### src/sdc_pkg.sv
// ----------------------------------------------------------------------------
// sdc_pkg
// Shared constants, types and stencil term tables for the derivative block.
// ----------------------------------------------------------------------------
package sdc_pkg;

   localparam int SAMPLE_BITS = 32;
   localparam int FRAC_BITS   = 16;
   localparam int OUT_BITS    = 48;
   localparam int H_BITS      = 32;
   localparam int NUM_POINTS  = 25;
   localparam int CODE_BITS   = 5;
   localparam int COEF_BITS   = 6;
   localparam int NUM_BITS    = SAMPLE_BITS + 8;
   localparam int HH_BITS     = 2 * H_BITS;
   localparam int PROD_BITS   = NUM_BITS + HH_BITS;
   localparam int QUO_BITS    = PROD_BITS - FRAC_BITS;
   localparam int DIV_DIGITS  = 8;
   localparam int DIV_STEPS   = QUO_BITS / DIV_DIGITS;
   localparam int NUM_DERIV   = 9;
   localparam int NUM_TERMS   = 5;
   localparam int CSR_BITS    = 2;

   localparam logic [CSR_BITS-1:0] CSR_FOURTH_ORDER = 2'd0;
   localparam logic [CSR_BITS-1:0] CSR_INV_X        = 2'd1;
   localparam logic [CSR_BITS-1:0] CSR_INV_Y        = 2'd2;
   localparam logic [CSR_BITS-1:0] CSR_INV_Z        = 2'd3;

   localparam logic [1:0] DIV_ONE    = 2'd0;
   localparam logic [1:0] DIV_TWO    = 2'd1;
   localparam logic [1:0] DIV_FOUR   = 2'd2;
   localparam logic [1:0] DIV_TWELVE = 2'd3;

   typedef struct packed {
      logic [CODE_BITS-1:0]        point;
      logic signed [COEF_BITS-1:0] coef;
   } term_type;

   typedef struct packed {
      logic                       start;
      logic signed [NUM_BITS-1:0] num;
      logic [HH_BITS-1:0]         h;
      logic                       big_shift;
      logic [1:0]                 div_kind;
   } scale_cmd_type;

   typedef struct packed {
      logic                done;
      logic [OUT_BITS-1:0] value;
      logic                sat;
   } scale_res_type;

   function automatic term_type mk_term(input int point, input int coef);
      term_type r;
      r.point = CODE_BITS'(point);
      r.coef  = COEF_BITS'(coef);
      return r;
   endfunction

   // Stencil position and weight of term t for derivative j.
   function automatic term_type term_lookup(input logic [3:0] j, input logic order4,
                                            input logic [2:0] t);
      int a;
      int p;
      int m;
      int p2;
      int m2;
      int b;
      term_type r;
      a  = (j < 4'd3) ? int'(j) : (j < 4'd6) ? int'(j) - 3 : int'(j) - 6;
      p  = 1 + 2 * a;
      m  = 2 + 2 * a;
      p2 = 7 + 2 * a;
      m2 = 8 + 2 * a;
      b  = 13 + 4 * a;
      r  = mk_term(0, 0);
      if (j < 4'd3) begin
         if (order4) begin
            unique case (t)
               3'd0:    r = mk_term(m2, 1);
               3'd1:    r = mk_term(p2, -1);
               3'd2:    r = mk_term(p, 8);
               3'd3:    r = mk_term(m, -8);
               default: r = mk_term(0, 0);
            endcase
         end else begin
            unique case (t)
               3'd0:    r = mk_term(p, 1);
               3'd1:    r = mk_term(m, -1);
               default: r = mk_term(0, 0);
            endcase
         end
      end else if (j < 4'd6) begin
         if (order4) begin
            unique case (t)
               3'd0:    r = mk_term(m2, -1);
               3'd1:    r = mk_term(p2, -1);
               3'd2:    r = mk_term(p, 16);
               3'd3:    r = mk_term(m, 16);
               3'd4:    r = mk_term(0, -30);
               default: r = mk_term(0, 0);
            endcase
         end else begin
            unique case (t)
               3'd0:    r = mk_term(p, 1);
               3'd1:    r = mk_term(m, 1);
               3'd2:    r = mk_term(0, -2);
               default: r = mk_term(0, 0);
            endcase
         end
      end else begin
         unique case (t)
            3'd0:    r = mk_term(b, 1);
            3'd1:    r = mk_term(b + 1, -1);
            3'd2:    r = mk_term(b + 2, -1);
            3'd3:    r = mk_term(b + 3, 1);
            default: r = mk_term(0, 0);
         endcase
      end
      return r;
   endfunction

endpackage

### src/sdc_scale.sv
// ----------------------------------------------------------------------------
// sdc_scale
// Multiplies a stencil sum by a spacing factor, divides, rounds and saturates.
// ----------------------------------------------------------------------------
module sdc_scale (
   input  logic                   clock,
   input  logic                   reset,
   input  sdc_pkg::scale_cmd_type cmd,
   output sdc_pkg::scale_res_type res
);
   import sdc_pkg::*;

   localparam logic [2:0] SC_IDLE  = 3'd0;
   localparam logic [2:0] SC_MUL   = 3'd1;
   localparam logic [2:0] SC_SHIFT = 3'd2;
   localparam logic [2:0] SC_DIV   = 3'd3;
   localparam logic [2:0] SC_FIN   = 3'd4;

   logic [2:0]            state_ff, state_in;
   logic [1:0]            mcnt_ff, mcnt_in;
   logic [3:0]            dcnt_ff, dcnt_in;
   logic                  neg_ff, neg_in;
   logic [NUM_BITS-1:0]   mag_ff, mag_in;
   logic [HH_BITS-1:0]    h_ff, h_in;
   logic                  big_ff, big_in;
   logic [1:0]            kind_ff, kind_in;
   logic [PROD_BITS-1:0]  x_ff, x_in;
   logic [QUO_BITS-1:0]   yq_ff, yq_in;
   logic [1:0]            rem_ff, rem_in;
   logic                  rbit_ff, rbit_in;
   logic [QUO_BITS:0]     q_ff, q_in;
   scale_res_type         res_ff, res_in;

   logic [H_BITS-1:0]     mul_a, mul_b;
   logic [HH_BITS-1:0]    pp;
   logic [6:0]            kshift;
   logic [6:0]            kbit;
   logic [1:0]            r;
   logic [2:0]            r3;
   logic [DIV_DIGITS-1:0] dig, qb;
   logic [QUO_BITS:0]     lim, qsat;
   logic                  sat;

   always_comb begin
      state_in = state_ff;
      mcnt_in  = mcnt_ff;
      dcnt_in  = dcnt_ff;
      neg_in   = neg_ff;
      mag_in   = mag_ff;
      h_in     = h_ff;
      big_in   = big_ff;
      kind_in  = kind_ff;
      x_in     = x_ff;
      yq_in    = yq_ff;
      rem_in   = rem_ff;
      rbit_in  = rbit_ff;
      q_in     = q_ff;
      res_in   = res_ff;
      res_in.done = 1'b0;

      mul_a  = mcnt_ff[1] ? H_BITS'(mag_ff[NUM_BITS-1:H_BITS]) : mag_ff[H_BITS-1:0];
      mul_b  = mcnt_ff[0] ? h_ff[HH_BITS-1:H_BITS] : h_ff[H_BITS-1:0];
      pp     = HH_BITS'(mul_a) * HH_BITS'(mul_b);

      kshift = (big_ff ? 7'd32 : 7'd16) +
               ((kind_ff == DIV_TWO) ? 7'd1 : (kind_ff == DIV_ONE) ? 7'd0 : 7'd2);
      kbit   = kshift - 7'd1;

      dig = yq_ff[QUO_BITS-1 -: DIV_DIGITS];
      r   = rem_ff;
      qb  = '0;
      for (int i = DIV_DIGITS - 1; i >= 0; i--) begin
         r3 = {r, dig[i]};
         if (r3 >= 3'd3) begin
            qb[i] = 1'b1;
            r3    = r3 - 3'd3;
         end
         r = r3[1:0];
      end

      lim  = neg_ff ? ((QUO_BITS+1)'(1) << (OUT_BITS - 1))
                    : (((QUO_BITS+1)'(1) << (OUT_BITS - 1)) - (QUO_BITS+1)'(1));
      sat  = q_ff > lim;
      qsat = sat ? lim : q_ff;

      unique case (state_ff)
         SC_IDLE: begin
            if (cmd.start) begin
               neg_in   = cmd.num[NUM_BITS-1];
               mag_in   = cmd.num[NUM_BITS-1] ? NUM_BITS'(-cmd.num) : NUM_BITS'(cmd.num);
               h_in     = cmd.h;
               big_in   = cmd.big_shift;
               kind_in  = cmd.div_kind;
               x_in     = '0;
               mcnt_in  = '0;
               state_in = SC_MUL;
            end
         end
         SC_MUL: begin
            x_in    = x_ff + (PROD_BITS'(pp) << (H_BITS * (int'(mcnt_ff[0]) + int'(mcnt_ff[1]))));
            mcnt_in = mcnt_ff + 2'd1;
            if (mcnt_ff == 2'd3) begin
               state_in = SC_SHIFT;
            end
         end
         SC_SHIFT: begin
            yq_in   = QUO_BITS'(x_ff >> kshift);
            rbit_in = x_ff[kbit];
            rem_in  = '0;
            dcnt_in = '0;
            if (kind_ff == DIV_TWELVE) begin
               state_in = SC_DIV;
            end else begin
               q_in     = (QUO_BITS+1)'(x_ff >> kshift) + (QUO_BITS+1)'(x_ff[kbit]);
               state_in = SC_FIN;
            end
         end
         SC_DIV: begin
            yq_in   = {yq_ff[QUO_BITS-DIV_DIGITS-1:0], qb};
            rem_in  = r;
            dcnt_in = dcnt_ff + 4'd1;
            if (dcnt_ff == 4'(DIV_STEPS - 1)) begin
               state_in = SC_FIN;
               q_in     = (QUO_BITS+1)'({yq_ff[QUO_BITS-DIV_DIGITS-1:0], qb}) +
                          (QUO_BITS+1)'((r == 2'd2) || ((r == 2'd1) && rbit_ff));
            end
         end
         SC_FIN: begin
            res_in.done  = 1'b1;
            res_in.sat   = sat;
            res_in.value = neg_ff ? OUT_BITS'(-qsat[OUT_BITS-1:0]) : qsat[OUT_BITS-1:0];
            state_in     = SC_IDLE;
         end
         default: begin
            state_in = SC_IDLE;
         end
      endcase
   end

   always_ff @(posedge clock) begin
      if (reset) begin
         state_ff    <= SC_IDLE;
         res_ff.done <= 1'b0;
      end else begin
         state_ff    <= state_in;
         res_ff.done <= res_in.done;
      end
      res_ff.value <= res_in.value;
      res_ff.sat   <= res_in.sat;
      mcnt_ff      <= mcnt_in;
      dcnt_ff      <= dcnt_in;
      neg_ff       <= neg_in;
      mag_ff       <= mag_in;
      h_ff         <= h_in;
      big_ff       <= big_in;
      kind_ff      <= kind_in;
      x_ff         <= x_in;
      yq_ff        <= yq_in;
      rem_ff       <= rem_in;
      rbit_ff      <= rbit_in;
      q_ff         <= q_in;
   end

   assign res = res_ff;

endmodule

### config.mk
export PLATFORM = sky130hd
export DESIGN_NAME = sdc_scale
export DESIGN_NICKNAME = d
export VERILOG_FILES = /design/src/sdc_pkg.sv /design/src/sdc_scale.sv
export SDC_FILE = /design/constraint.sdc
export NUM_CORES = 2
export LEC_CHECK = 0
export BUFFER_PORTS_ARGS = -buffer_cell sky130_fd_sc_hd__buf_2
export CAP_MARGIN = 20
export CORE_MARGIN = 2
export CORE_UTILIZATION = 60
export CTS_CLUSTER_DIAMETER = 60
export CTS_CLUSTER_SIZE = 30
export DETAILED_ROUTE_END_ITERATION = 8
export PLACE_DENSITY_LB_ADDON = 0.15
export SYNTH_ARGS = -nofsm -noshare
export SYNTH_HDL_FRONTEND = slang
export SYNTH_SLANG_ARGS = --single-unit
### constraint.sdc
create_clock -name clock -period 16.8 [get_ports clock]
set_input_delay 2.52 -clock clock [delete_from_list [all_inputs] [get_ports clock]]
set_output_delay 2.52 -clock clock [all_outputs]
set_load 0.005 [all_outputs]
# Word level (Yosys, flattened, before mapping)
# Cells that the tools add are included.
[totals] reg_bits=451 in_bits=110 out_inout_bits=50
[op_classes] add_sub_neg=18 mul=1 n_lt_le_gt_ge=10 n_eq_ne=14 shifts=2 muxes=43 reduce_logical=10
[op_table] op="104-bit case mux with 2 select lines" count=1
[op_table] op="89-bit two-way mux" count=2
[op_table] op="89-bit case mux with 2 select lines" count=1
[op_table] op="88-bit case mux with 2 select lines" count=1
[op_table] op="48-bit two-way mux" count=3
[op_table] op="104-bit adder" count=1
[op_table] op="104-bit two-way mux" count=1
[op_table] op="64-bit by 7-bit << shifter with 104-bit output" count=1
[op_table] op="104-bit by 7-bit right shift with 89-bit output" count=1
[op_table] op="88-bit by 1-bit adder with 89-bit output" count=1
[op_table] op="89-bit by 1-bit adder with 89-bit output" count=1
[op_table] op="89-bit by 48-bit > comparator with 1-bit output" count=1
[op_table] op="32-bit by 32-bit multiplier with 64-bit output" count=1
[op_table] op="32-bit two-way mux" count=2
[op_table] op="50-bit two-way mux" count=1
[op_table] op="48-bit negation" count=1
[op_table] op="40-bit negation" count=1
[op_table] op="39-bit two-way mux" count=1
[op_table] op="3-bit by 2-bit greater-or-equal comparator with 1-bit output, second input constant" count=8
[op_table] op="2-bit two-way mux" count=11
[op_table] op="2-bit subtractor, second input constant" count=8
[op_table] op="3-bit two-way mux" count=4
[op_table] op="3-bit case mux with 4 select lines" count=1
[op_table] op="1-bit two-way mux" count=9
[op_table] op="24 further kinds" count=35

# Depth between registers and ports, before layout
[depth] word_depth=22 depth_mapped=49 ltp_nobuf=45

# Least setup slack after synthesis
# No wires, ideal clock.
[synth_path] path_type="flip-flop to flip-flop" from="register mcnt_ff[0]" to="register x_ff[102] (data pin)" setup_ns=0.266 t_arrival_ns=11.617 path_slack_ns=4.917 path_stages_with_launch=46 path_buffers=4 cell_sequence="edfxtp_1 -> clkbuf_1 -> buf_1 -> mux2i_1 -> clkbuf_1 -> nor2_1 -> fa_1 -> fa_1 -> fa_1 -> inv_1 -> fa_1 -> inv_1 -> fa_1 -> inv_1 -> fa_1 -> inv_1 -> fa_1 -> inv_1 -> [10 not listed] -> o2111ai_1 -> a211oi_1 -> nor2_1 -> xnor2_1 -> o22ai_1 -> ha_1 -> clkbuf_1 -> nand4_1 -> nor4_1 -> and3_1 -> o211ai_1 -> nand4_1 -> a41oi_1 -> o2bb2ai_1 -> o31ai_1 -> o41ai_1 -> xnor2_1 -> nor2_1"
[synth_between] elab_chain_len=5 word_cells_on_any_way=6 cone_classes="add/sub: 2; mul: 1; shift: 1; mux: 2"
[synth_rtl] element="from (decl)" line="sdc_scale.sv:20" text="logic [1:0] mcnt_ff, mcnt_in;"
[synth_rtl] element="from (signal assigned)" line="sdc_scale.sv:150" text="mcnt_ff <= mcnt_in;"
[synth_rtl] element="32-bit two-way mux" line="sdc_scale.sv:62" text="mul_b = mcnt_ff[0] ? h_ff[HH_BITS-1:H_BITS] : h_ff[H_BITS-1:0];"
[synth_rtl] element="32-bit by 32-bit multiplier with 64-bit output" line="sdc_scale.sv:63" text="pp = HH_BITS'(mul_a) * HH_BITS'(mul_b);"
[synth_rtl] element="64-bit by 7-bit << shifter with 104-bit output (*)" line="sdc_scale.sv:100" text="x_in = x_ff + (PROD_BITS'(pp) << (H_BITS * (int'(mcnt_ff[0]) + int'(mcnt_ff[1]))));"
[synth_rtl] element="104-bit adder (*)" line="sdc_scale.sv:100"
[synth_rtl] element="104-bit case mux with 2 select lines (*)" line="sdc_scale.sv:86" text="unique case (state_ff)"
[synth_rtl] element="to (signal assigned)" line="sdc_scale.sv:157" text="x_ff <= x_in;"
[synth_rtl] element="to (decl)" line="sdc_scale.sv:27" text="logic [PROD_BITS-1:0] x_ff, x_in;"
# Every way passes the cells marked *; elsewhere a longest branch is shown, timed or not.
# A chain may end at the register's enable or synchronous reset.

# Worst setup path after layout
[layout_path] from="register mcnt_ff[1]" to="register x_ff[98] (data pin)"
[layout_between] elab_chain_len=5 word_cells_on_any_way=6 cone_classes="add/sub: 2; mul: 1; shift: 1; mux: 2"
[layout_rtl] element="32-bit two-way mux" line="sdc_scale.sv:61" text="mul_a = mcnt_ff[1] ? H_BITS'(mag_ff[NUM_BITS-1:H_BITS]) : mag_ff[H_BITS-1:0];"
[layout_rtl] element="32-bit by 32-bit multiplier with 64-bit output" line="sdc_scale.sv:63"
[layout_rtl] element="64-bit by 7-bit << shifter with 104-bit output (*)" line="sdc_scale.sv:100"
[layout_rtl] element="104-bit adder (*)" line="sdc_scale.sv:100"
[layout_rtl] element="104-bit case mux with 2 select lines (*)" line="sdc_scale.sv:86"
# Marked as above.

==> impl_metrics.json <==
{
  "outcome": "completed",
  "postRouteAntennaNets": 0,
  "numCtsBuffers": 49,
  "wl_met1_um": 92600,
  "clock_latency_ns": 0.68,
  "core_um2": 113000,
  "cp-start-kind": "register",
  "path_buf_inv": 7,
  "slew_headroom_pct": 13.3,
  "drv_slew": 0,
  "cp_max_fo": 65,
  "drt-total-wl_um": 234000,
  "hpwlAfterDp_um": 185000,
  "grt_pass1_wl_um": 351000,
  "vias": 58800,
  "wl_per_cell_um": 25.3,
  "async_flop_share_pct": 0,
  "grt_use_total_pct": 40.2,
  "yosysSeqAreaShare_pct": 19.8,
  "tritoncts": "done",
  "grt_setup_unrepaired": "false",
  "final_nets": 9168,
  "clkTransAtPathRegs_ns": 0.07,
  "clock_skew_ns": 0.0392,
  "cp_common_cell": "fa_1",
  "synth-edff-count": 447,
  "holdBufCountCts": 0,
  "antenna_found_initial": 4,
  "drtIter0Drc": 7397,
  "synth.distinct_cells": 109,
  "chipHeight_um": 341,
  "dr.pass1.iters": 6,
  "tightestPinTransition_ns": 1.29,
  "dr.max_layer_used": "met4",
  "syn2layout_area_growth_pct": 6.21,
  "grt_max_degree": 99,
  "cp.arrival_ns": 14.22,
  "place_congestion": 1.06,
  "hold_violations": 0,
  "post-cts-setup-buffers": 0,
  "portBuffers": 159,
  "synth_fp_nets": 9216,
  "via_per_inst": 6.34,
  "path_class": "register to register",
  "synthSimpleGateAreaFrac_pct": 17.5,
  "h-tree-depth": 2,
  "clock_path_buffers": 3,
  "synth_compound_area_share_pct": 11.3,
  "die_x_um": 341,
  "overflow": 0,
  "ys_ff_latch": 451,
  "synthAdderAreaFrac_pct": 34.2,
  "drc_errors": 0,
  "synth_flop_cell": "edfxtp_1",
  "synthXorXnorAreaFrac_pct": 4.39,
  "setup_tns_ns": 0,
  "cp_slowest_stage_delay_ns": 1.02,
  "final_cell_mix": "1241 x nor2_1, 1036 x inv_1, 897 x fa_1, 785 x nand2_1, 447 x edfxtp_1",
  "slowest_stage": "a211oi_1",
  "synth_top_family_by_area": "adder cells",
  "setup_viol": 0,
  "met3_length_um": 33000,
  "cp_top_family": "compound AO/OA/AOI/OAI gates",
  "crit_path_end_kind": "register",
  "syn_inst": 7778,
  "start_util_pct": 60.6,
  "wl_met2_um": 96800,
  "layout_commonest_cell": "nor2_1",
  "fmax_mhz": 72.4,
  "cts_resized": 0,
  "max_cap_viol_count": 0,
  "min_path_type": "register to register",
  "fin_crit_sh_pct": 82.2,
  "layout_min_cycle_time_ns": 13.81,
  "root_buffer": "clkbuf_16",
  "synthesis.area_um2": 68200,
  "yosysWarningCount": 0,
  "synth.area.mux_share_pct": 4.80,
  "crit_required_ns": 17.20,
  "die_area_um2": 116000,
  "drive_above_1_share_pct": 8.09,
  "rows": 123,
  "final_util_pct": 64.3,
  "syn_avg_cell_area_um2": 8.77,
  "pin_count": 160,
  "grt_pass1_vias": 57400,
  "clock_sinks": 451
}
-- worst register-to-register path: cells and delay by family, from the launching register on --
kind / cells / cell delay (ns)
AO/OA/AOI/OAI: 16 / 5.00
adder cells (fa/ha/maj): 10 / 4.89
AND/OR/NAND/NOR: 7 / 2.27
buffers and inverters: 7 / 0.89
flip-flops: 1 / 0.33
XOR/XNOR: 1 / 0.17
-- layout make-up --
class,count,area (µm²)
flip-flops and latches,451,13500
clock buffers,51,1250
clock inverters,41,559
fillers,9630,40200
diodes,6,15.0
inverters,1039,3900
well taps,1500,1880
multi-input cells,5895,49500
repair buffers,294,1820
-- worst paths after layout --
kind	startpoint	cells past startpoint	end	slack (ns)
setup / recovery	mcnt_ff[1]	41	x_ff[98]	2.99
hold / removal	state_ff[1]	2	state_ff[1]	0.58
setup reg to reg	mcnt_ff[1]	41	x_ff[98]	2.99
hold reg to reg	state_ff[1]	2	state_ff[1]	0.58
-- logic make-up after synthesis --
group	count (synthesis)
and+or+nand+nor	2731
xor gates and xnor gates	342
buffers and inverters	1432
DFF	451
adders and majority gates	1328
AOI/OAI and AO/OA	1195
muxes	299
-- flip-flops by register name, summed over array words and instances (netlist names) --
register,count
kind_ff,2
res,50
q_ff,89
state_ff,3
rbit_ff,1
big_ff,1
mcnt_ff,2
x_ff,104
neg_ff,1
yq_ff,88
mag_ff,40
dcnt_ff,4
rem_ff,2
h_ff,64
-- through the flow --
| step | hold WS [ns] | cells | setup WS [ns] | area, µm² |
|---|---|---|---|---|
| final | 0.578 | 9277 | 2.99 | 72400 |
| after global routing | 0.608 | 9271 | 2.60 | 72400 |
| after CTS | 0.582 | 9263 | 3.38 | 72400 |
| after detailed placement | 0.564 | 9171 | 3.41 | 70500 |
| after global placement | 0.541 | 9169 | 3.71 | 70500 |
| after floorplan | 0.501 | 7778 | 4.92 | 68200 |
-- routing by layer --
layer / track usage (%) / vias up
met1: 56.1 / 29000
li1: - / 25600
met2: 57.2 / 3604
met4: 17.2 / 0
met3: 13.3 / 659
met5: 0 / -
-- synth_stat cells (15+ instances only) --
| library cell | instances | share of area [%] |
|---|---|---|
| nor2_1 | 1242 | 6.8 |
| inv_1 | 1037 | 5.7 |
| fa_1 | 897 | 26 |
| nand2_1 | 787 | 4.3 |
| edfxtp_1 | 447 | 20 |
| ha_1 | 431 | 7.9 |
| a21oi_1 | 359 | 2.6 |
| clkbuf_1 | 330 | 1.8 |
| o21ai_0 | 225 | 1.7 |
| xnor2_1 | 199 | 2.6 |
| mux2i_1 | 159 | 2.3 |
| xor2_1 | 143 | 1.8 |
| a21o_1 | 134 | 1.5 |
| mux2_2 | 129 | 2.1 |
| nand3_1 | 113 | 0.83 |
| nor3_1 | 104 | 0.76 |
| nand4_1 | 93 | 0.85 |
| nand2b_1 | 80 | 0.73 |
| and3_1 | 61 | 0.56 |
| o21bai_1 | 51 | 0.56 |
| o22ai_1 | 51 | 0.47 |
| nor2b_1 | 49 | 0.45 |
| a31oi_1 | 44 | 0.40 |
| buf_1 | 43 | 0.24 |
| o31ai_1 | 42 | 0.46 |
| o211ai_1 | 40 | 0.44 |
| and2_1 | 39 | 0.36 |
| nor4_1 | 37 | 0.34 |
| o21a_1 | 37 | 0.41 |
| a211oi_1 | 31 | 0.34 |
| or3_1 | 30 | 0.28 |
| or2_2 | 17 | 0.16 |
| or4_1 | 16 | 0.18 |
| buf_2 | 15 | 0.11 |
Power is not shown: default switching activity piles up to over one toggle a cycle in this logic, so the estimate is an artifact.
